$ cat src/rtl/tcp_pkg.sv
`default_nettype none
// ============================================================================
// Tilted camera projection package
// Shared word types, register map, fixed constants and the divider step.
// ============================================================================
package tcp_pkg;

  // Input word: one 3D point, Q15.8 each.
  typedef struct packed {
    logic signed [23:0] point_x;
    logic signed [23:0] point_y;
    logic signed [23:0] point_z;
  } tcp_in_t;

  // Result word: pixel position in Q11.4 and a valid flag.
  typedef struct packed {
    logic signed [15:0] pixel_col;
    logic signed [15:0] pixel_row;
    logic               valid_res;
  } tcp_out_t;

  // Status that travels down the pipeline with each word.
  typedef struct packed {
    logic pos;  // rotated depth is positive
    logic ok;   // no clamp or saturation so far
  } tcp_flags_t;

  typedef struct packed {
    logic        [19:0] focal_x;
    logic        [19:0] focal_y;
    logic        [19:0] center_x;
    logic        [19:0] center_y;
    logic signed [17:0] radial_k1;
    logic signed [17:0] radial_k2;
    logic signed [17:0] tangential_p1;
    logic signed [17:0] tangential_p2;
  } tcp_cfg_t;

  typedef enum logic [2:0] {
    REG_FOCAL_X  = 3'd0,
    REG_FOCAL_Y  = 3'd1,
    REG_CENTER_X = 3'd2,
    REG_CENTER_Y = 3'd3,
    REG_K1       = 3'd4,
    REG_K2       = 3'd5,
    REG_P1       = 3'd6,
    REG_P2       = 3'd7
  } tcp_reg_t;

  localparam logic signed [20:0] COS_Q20 = 21'sd1017429;  // cos(14 deg)
  localparam logic signed [20:0] SIN_Q20 = 21'sd253673;   // sin(14 deg)
  localparam logic signed [16:0] K3_Q16  = 17'sd50921;    // fixed third radial term

  localparam int DIV_STAGES = 13;  // two quotient bits per stage, 26 bits total
  localparam int DST_STAGES = 14;

  // Two steps of restoring division. The remainder stays below the divisor.
  function automatic logic [33:0] div_step2(input logic [31:0] rem,
                                            input logic [1:0]  bits,
                                            input logic [31:0] d);
    logic [32:0] t;
    logic [31:0] r;
    logic        q1;
    logic        q0;
    t  = {rem, bits[1]};
    q1 = (t >= {1'b0, d});
    r  = q1 ? 32'(t - {1'b0, d}) : t[31:0];
    t  = {r, bits[0]};
    q0 = (t >= {1'b0, d});
    r  = q0 ? 32'(t - {1'b0, d}) : t[31:0];
    return {r, q1, q0};
  endfunction

endpackage
`default_nettype wire

$ cat src/rtl/tcp_front.sv
`default_nettype none
// ============================================================================
// Tilt rotation front end
// Rotates the point about the x axis, rounds to Q16 and prepares the
// dividend magnitudes and the divisor for the divider.
// ============================================================================
module tcp_front import tcp_pkg::*; (
  input  wire logic        clk,
  input  wire logic        rst_n,
  input  wire logic        adv,
  input  wire logic        valid_i,
  input  wire tcp_in_t     data_i,
  output logic             valid_o,
  output tcp_flags_t       flags_o,
  output logic [31:0]      divisor_o,
  output logic [55:0]      num_x_o,
  output logic [55:0]      num_y_o,
  output logic             neg_x_o,
  output logic             neg_y_o
);

  logic               v1_r, v2_r;
  logic signed [23:0] x1_r;
  logic signed [45:0] pyc_r, pzs_r, pys_r, pzc_r;

  logic signed [46:0] yr28_nxt, zr28_nxt;
  logic signed [34:0] yr16_nxt, zr16_nxt, ymag_nxt;
  logic signed [24:0] xmag_nxt;

  tcp_flags_t  flags_r;
  logic [31:0] div_r;
  logic [55:0] nx_r, ny_r;
  logic        negx_r, negy_r;

  always_ff @(posedge clk) begin
    if (!rst_n) begin
      v1_r <= 1'b0;
      v2_r <= 1'b0;
    end else if (adv) begin
      v1_r <= valid_i;
      v2_r <= v1_r;
    end
  end

  always_ff @(posedge clk) begin
    if (adv) begin
      x1_r  <= data_i.point_x;
      pyc_r <= 46'(data_i.point_y) * 46'(COS_Q20);
      pzs_r <= 46'(data_i.point_z) * 46'(SIN_Q20);
      pys_r <= 46'(data_i.point_y) * 46'(SIN_Q20);
      pzc_r <= 46'(data_i.point_z) * 46'(COS_Q20);
    end
  end

  always_comb begin
    yr28_nxt = 47'(pyc_r) - 47'(pzs_r);
    zr28_nxt = 47'(pys_r) + 47'(pzc_r);
    yr16_nxt = 35'((yr28_nxt + 47'sd2048) >>> 12);
    zr16_nxt = 35'((zr28_nxt + 47'sd2048) >>> 12);
    ymag_nxt = (yr16_nxt < 35'sd0) ? -yr16_nxt : yr16_nxt;
    xmag_nxt = (x1_r < 24'sd0) ? -25'(x1_r) : 25'(x1_r);
  end

  always_ff @(posedge clk) begin
    if (adv) begin
      flags_r.pos <= (zr28_nxt > 47'sd0);
      flags_r.ok  <= 1'b1;
      // A depth that rounds to zero or below divides by one LSB instead.
      div_r  <= (zr16_nxt < 35'sd1) ? 32'd1 : zr16_nxt[31:0];
      nx_r   <= {xmag_nxt[23:0], 32'd0};
      ny_r   <= {ymag_nxt[31:0], 24'd0};
      negx_r <= (x1_r < 24'sd0);
      negy_r <= (yr16_nxt < 35'sd0);
    end
  end

  assign valid_o   = v2_r;
  assign flags_o   = flags_r;
  assign divisor_o = div_r;
  assign num_x_o   = nx_r;
  assign num_y_o   = ny_r;
  assign neg_x_o   = negx_r;
  assign neg_y_o   = negy_r;

endmodule
`default_nettype wire

$ cat config.mk
export PLATFORM = sky130hd
export DESIGN_NAME = tcp_front
export DESIGN_NICKNAME = d
export VERILOG_FILES = /design/src/rtl/tcp_pkg.sv /design/src/rtl/tcp_front.sv
export SDC_FILE = /design/constraint.sdc
export NUM_CORES = 2
export LEC_CHECK = 0
export BUFFER_PORTS_ARGS = -buffer_cell sky130_fd_sc_hd__buf_2
export CAP_MARGIN = 20
export CORE_UTILIZATION = 25
export DETAILED_ROUTE_END_ITERATION = 12
export HOLD_SLACK_MARGIN = 0.03
export PLACE_DENSITY = 0.4
export SLEW_MARGIN = 40
export SYNTH_ARGS = -nofsm -noshare
export SYNTH_HDL_FRONTEND = slang
export SYNTH_SLANG_ARGS = --single-unit
export TNS_END_PERCENT = 100
$ cat constraint.sdc
create_clock -name clk -period 10.47 [get_ports clk]
set_clock_uncertainty 0.05 [all_clocks]
set_input_delay 2.094 -clock clk [delete_from_list [all_inputs] [get_ports clk]]
set_output_delay 2.094 -clock clk [all_outputs]
set_load 0.03 [all_outputs]
Word level (Yosys, flattened, before mapping) --
Index checks and enable logic that the tools add are counted.
Operators by class: $lt $le $gt $ge 4, multiply operators 4, mux-type cells 2, add/subtract/negate cells 6
Operators with widths (count):
- multiplier 24 x 21 -> 45 bit (second input constant) | 2
- multiplier 24 x 19 -> 43 bit (second input constant) | 2
- adder 46 x 13 -> 47 bit (second input constant) | 1
- adder 47 x 13 -> 47 bit (second input constant) | 1
- > comparator 47 x 1 -> 1 bit (second input constant) | 1
- adder 43 x 45 -> 46 bit | 1
- subtractor 45 x 43 -> 46 bit | 1
- < comparator 35 x 1 -> 1 bit (second input constant) | 1
- < comparator 35 x 2 -> 1 bit (second input constant) | 1
- 2-to-1 mux 32 bit | 1
- negation 32 bit | 1
- < comparator 24 x 1 -> 1 bit (second input constant) | 1
- 2-to-1 mux 24 bit | 1
- negation 24 bit | 1
Storage, ports and cells: output and inout port bits 149, flip-flop bits (word level) 293, word-level logic and storage cells 29, bits of input ports 76

Logic depth before layout (Yosys ltp) --
depth after elaboration 4, mapped depth 27, mapped depth without buffers 27

Least setup slack after synthesis --
No wires, ideal clock.
path type input -> register, start point input data_i[23] (netlist name), end point register pzc_r[43] (data pin), stages 24, setup slack 0.910 ns, arrival time 9.245 ns, data required time 10.155 ns, cells stage by stage clkbuf_1 -> clkinv_1 -> fa_1 -> inv_1 -> ha_1 -> fa_1 -> inv_1 -> fa_1 -> inv_1 -> fa_1 -> inv_1 -> fa_1 -> inv_1 -> ha_1 -> nor2b_1 -> nor2_1 -> nand3_1 -> a21oi_1 -> nor3_1 -> o31ai_1 -> o21ai_0 -> o31ai_1 -> o21ai_0 -> xor2_1
Between the ends: cells in the longest elaborated chain, start to end 1
Ends and longest elaborated chain:
- start: declaration | RTL line tcp_front.sv:12 | input wire tcp_in_t data_i,
- multiplier 24 x 21 -> 45 bit | RTL line tcp_front.sv:51 | pzc_r <= 46'(data_i.point_z) * 46'(COS_Q20);
- end signal: assignment | RTL line tcp_front.sv:51
- end: declaration | RTL line tcp_front.sv:24 | logic signed [45:0] pyc_r, pzs_r, pys_r, pzc_r;
No other way between the ends. A chain may end at the register's enable or synchronous reset.

Worst setup path in the final report --
start point input data_i[7] (netlist name), end point register pzs_r[41] (data pin)
Between the ends: cells in the longest elaborated chain, start to end 1
Ends and longest elaborated chain:
- multiplier 24 x 19 -> 43 bit | RTL line tcp_front.sv:49 | pzs_r <= 46'(data_i.point_z) * 46'(SIN_Q20);
- end signal: assignment | RTL line tcp_front.sv:49
- end: declaration | RTL line tcp_front.sv:24
No other way between the ends.

==> run_summary.xml <==
<?xml version="1.0" encoding="UTF-8"?>
<metrics>
  <group name="synth">
    <metric name="yosysWarningCount" unit="">0</metric>
    <metric name="syn_area_per_cell" unit="µm²">9.83</metric>
    <metric name="share_of_yosys_cell_area_claimed_by_the_top_area_cell_type" unit="">0.316</metric>
    <metric name="combinational_family_with_the_most_area_after_synthesis" unit="">adder cells</metric>
    <metric name="area_fraction_in_compound_gates_after_synthesis" unit="">0.0982</metric>
    <metric name="synthSimpleGateAreaFrac" unit="">0.0760</metric>
    <metric name="synth-async-reset-ratio" unit="">0</metric>
    <metric name="syn-instance-count" unit="">5560</metric>
    <metric name="yosys_most_used_dff" unit="">sky130_fd_sc_hd__edfxtp_1</metric>
    <metric name="yosysUniqueCellTypes" unit="">106</metric>
    <metric name="synthTopCellsByArea" unit="">sky130_fd_sc_hd__fa_1, sky130_fd_sc_hd__ha_1, sky130_fd_sc_hd__edfxtp_1</metric>
    <metric name="post_synth_edffs" unit="">287</metric>
    <metric name="post_synth_mux_area_share" unit="">0.00371</metric>
    <metric name="synth-seq-area-share" unit="">0.158</metric>
    <metric name="yosys.area.top_type" unit="">sky130_fd_sc_hd__fa_1</metric>
    <metric name="yosys_register_bits" unit="">289</metric>
    <metric name="synth_xor_xnor_area_share" unit="">0.0543</metric>
    <metric name="synth_area" unit="mm²">0.0547</metric>
    <metric name="yosys.area_share.adder" unit="">0.491</metric>
  </group>
  <group name="critical_path">
    <metric name="cp.buffers_inverters" unit="">5</metric>
    <metric name="critPathMostFrequentCell" unit="">sky130_fd_sc_hd__fa_1</metric>
    <metric name="critical_path.startpoint_type" unit="">input pin</metric>
    <metric name="crit_required" unit="ps">10780</metric>
    <metric name="cp_max_fo" unit="">9</metric>
    <metric name="timing.critical_path.slowest_stage_cell" unit="">sky130_fd_sc_hd__fa_1</metric>
    <metric name="crit_path_end_kind" unit="">flip-flop</metric>
    <metric name="path_class" unit="">input pin to flip-flop</metric>
    <metric name="cp_delay_by_family_top" unit="">adder cells</metric>
    <metric name="critPathMaxStageDelay" unit="ps">620</metric>
    <metric name="critPathArrivalTime" unit="ps">9450</metric>
  </group>
  <group name="route">
    <metric name="remaining_drcs" unit="">0</metric>
    <metric name="wl" unit="mm">171</metric>
    <metric name="avgRoutedWirePerCell" unit="µm">19.9</metric>
    <metric name="routed-via-count" unit="">37500</metric>
    <metric name="detail_route.iter0.violations" unit="">1982</metric>
    <metric name="drtPass1Iterations" unit="">5</metric>
    <metric name="antenna_violating_nets_post_route" unit="">0</metric>
    <metric name="avgViaCountPerCell" unit="">4.35</metric>
  </group>
  <group name="sta">
    <metric name="worst-slew-pin-transition" unit="ps">787</metric>
    <metric name="report.final.setup_viol" unit="">0</metric>
    <metric name="timing.fmax" unit="MHz">109</metric>
    <metric name="timing.final.max_slew_violations" unit="">0</metric>
    <metric name="min_period_over_period" unit="">0.873</metric>
    <metric name="maxSlewHeadroom" unit="">0.468</metric>
    <metric name="final_critical_delay_including_setup_and_external_delays" unit="ps">9140</metric>
    <metric name="finalHoldViolCount" unit="">0</metric>
    <metric name="rsz0062_at_grt" unit="">false</metric>
    <metric name="post_route_setup_tns" unit="ps">0</metric>
  </group>
  <group name="cts">
    <metric name="cts.reportedPaths.clkPinSlew" unit="ps">60</metric>
    <metric name="number_of_gates_given_a_new_drive_strength_after_cts" unit="">0</metric>
    <metric name="cts_htree_levels" unit="">2</metric>
    <metric name="clk-insertion-delay-late" unit="ps">630</metric>
    <metric name="postCtsSetupBuffers" unit="">0</metric>
    <metric name="clk_root_buffer_cell" unit="">sky130_fd_sc_hd__clkbuf_16</metric>
    <metric name="post_cts_hold_buffer_count" unit="">0</metric>
    <metric name="cts_tree" unit="">built</metric>
    <metric name="cts-buffers-inserted" unit="">41</metric>
    <metric name="clk_path_buf_depth" unit="">3</metric>
    <metric name="clkSinkCount" unit="">289</metric>
  </group>
  <group name="cells_and_area">
    <metric name="most_common_cell_after_layout_fill_and_taps_aside" unit="">sky130_fd_sc_hd__inv_1</metric>
    <metric name="area_growth_syn_to_layout" unit="%">10.2</metric>
    <metric name="post_route_cells_drive_above_1_share" unit="">0.0563</metric>
    <metric name="layout.cells.most_common_list" unit="">sky130_fd_sc_hd__inv_1, sky130_fd_sc_hd__fa_1, sky130_fd_sc_hd__ha_1</metric>
    <metric name="nNetsFinal" unit="">7427</metric>
  </group>
  <group name="min_path">
    <metric name="worst_hold_path_type" unit="">flip-flop to flip-flop</metric>
  </group>
  <group name="die">
    <metric name="die_area" unit="mm²">0.221</metric>
    <metric name="rows" unit="">171</metric>
    <metric name="pin_count" unit="">225</metric>
    <metric name="floorplan.initialDensity" unit="">0.252</metric>
    <metric name="fp.dieW" unit="µm">470</metric>
    <metric name="die_h" unit="µm">470</metric>
    <metric name="core_area" unit="mm²">0.217</metric>
  </group>
  <group name="placement">
    <metric name="numPortBuffers" unit="">167</metric>
    <metric name="dp_hpwl" unit="mm">151</metric>
    <metric name="finalWeightedCongestion" unit="">0.868</metric>
  </group>
  <group name="global_route">
    <metric name="globalRouteTotalUtil" unit="">0.157</metric>
    <metric name="global_route.overflow_total" unit="">0</metric>
    <metric name="wire_length_of_the_first_global_routing_pass" unit="mm">258</metric>
    <metric name="largest_net_degree_at_the_start_of_global_routing" unit="">134</metric>
    <metric name="via_count_of_the_first_global_routing_pass" unit="">39800</metric>
    <metric name="number_of_antenna_violations_at_the_first_check_in_global_routing" unit="">2</metric>
  </group>
  <group name="job">
    <metric name="maxCapViolCount" unit="">0</metric>
  </group>
  <group name="run_status">
    <metric name="outcome" unit="">finished clean</metric>
  </group>
</metrics>
==> registers in the layout, summed over array words and instances, names as in the netlist <==
| register | flops |
|---|---|
| pyc_r | 45 |
| pzc_r | 43 |
| pzs_r | 43 |
| pys_r | 41 |
| divisor_o | 32 |
| num_y_o | 32 |
| num_x_o | 24 |
| x1_r | 24 |
| flags_o | 1 |
| neg_x_o | 1 |
| neg_y_o | 1 |
| v1_r | 1 |
| valid_o | 1 |
==> cell type report <==
cell class              count  area (µm²)
inverters                1550        5820
flip-flops and latches    289        8660
clock inverters            25         322
multi-input cells        3662       39800
fillers                 23100      157000
repair buffers            182        1010
clock buffers              50        1060
diodes                      3        7.51
well taps                2854        3570
==> worst min-delay path: stages (launching register included) <==
cell and delay (ps):
sky130_fd_sc_hd__dfxtp_1 320, sky130_fd_sc_hd__mux2i_1 70, sky130_fd_sc_hd__nor2b_1 100
==> routing by layer <==
metal  GRT usage  share of wire  up-vias
met4      0.0449          0.031        2
met5           0       0.000064        -
met2       0.273           0.49      598
met3      0.0162          0.030      135
met1       0.206           0.44    18700
li1            -              -    18000
==> path summary, 6_finish.rpt <==
kind,cells after the start,start,end,slack (ps)
min,2,valid_o$_SDFFE_PN0P_,valid_o$_SDFFE_PN0P_,470
max,25,data_i[7],pzs_r[41]$_DFFE_PP_,1330
min reg2reg,2,valid_o$_SDFFE_PN0P_,valid_o$_SDFFE_PN0P_,470
max reg2reg,14,pys_r[10]$_DFFE_PP_,divisor_o[0]$_SDFFCE_PP1P_,3850
==> cell usage after synthesis (all sizes together), types with 33 or more instances <==
library cell  instances
or3                  33
fa                  863
clkbuf               40
buf                  74
edfxtp              287
o21a                 36
nand2b               36
a21oi               207
nand3                73
xnor2               245
a31oi                35
nand2               185
a21o                 92
nor2                210
xor2                 93
inv                1549
o21ai               159
nor3                 78
ha                  762
==> metrics by stage <==
step / instance area [µm²] / hold WS [ps] / util / setup WS [ps] / std cells
after floorplan: 54900 / 418 / - / 910 / 5615
after global placement: 58700 / 447 / 0.271 / 921 / 8536
after detailed placement: 58800 / 457 / 0.271 / 816 / 8536
after CTS: 60100 / 476 / 0.277 / 1460 / 8611
after global routing: 60200 / 494 / 0.277 / 940 / 8612
final: 60200 / 467 / 0.277 / 1330 / 8615
==> kinds of logic (layout without fill, tap and decap cells) <==
| logic type | count (synthesis) | count (layout) |
|---|---|---|
| DFF | 289 | 289 |
| xor gates and xnor gates | 338 | 338 |
| other | 2 | 60 |
| and+or+nand+nor | 822 | 822 |
| AOI/OAI and AO/OA | 800 | 800 |
| adders and majority gates | 1625 | 1625 |
| muxes | 20 | 20 |
| buffers and inverters | 1664 | 1807 |
Power is not shown: default switching activity piles up to over one toggle a cycle in this logic, so the estimate is an artifact.
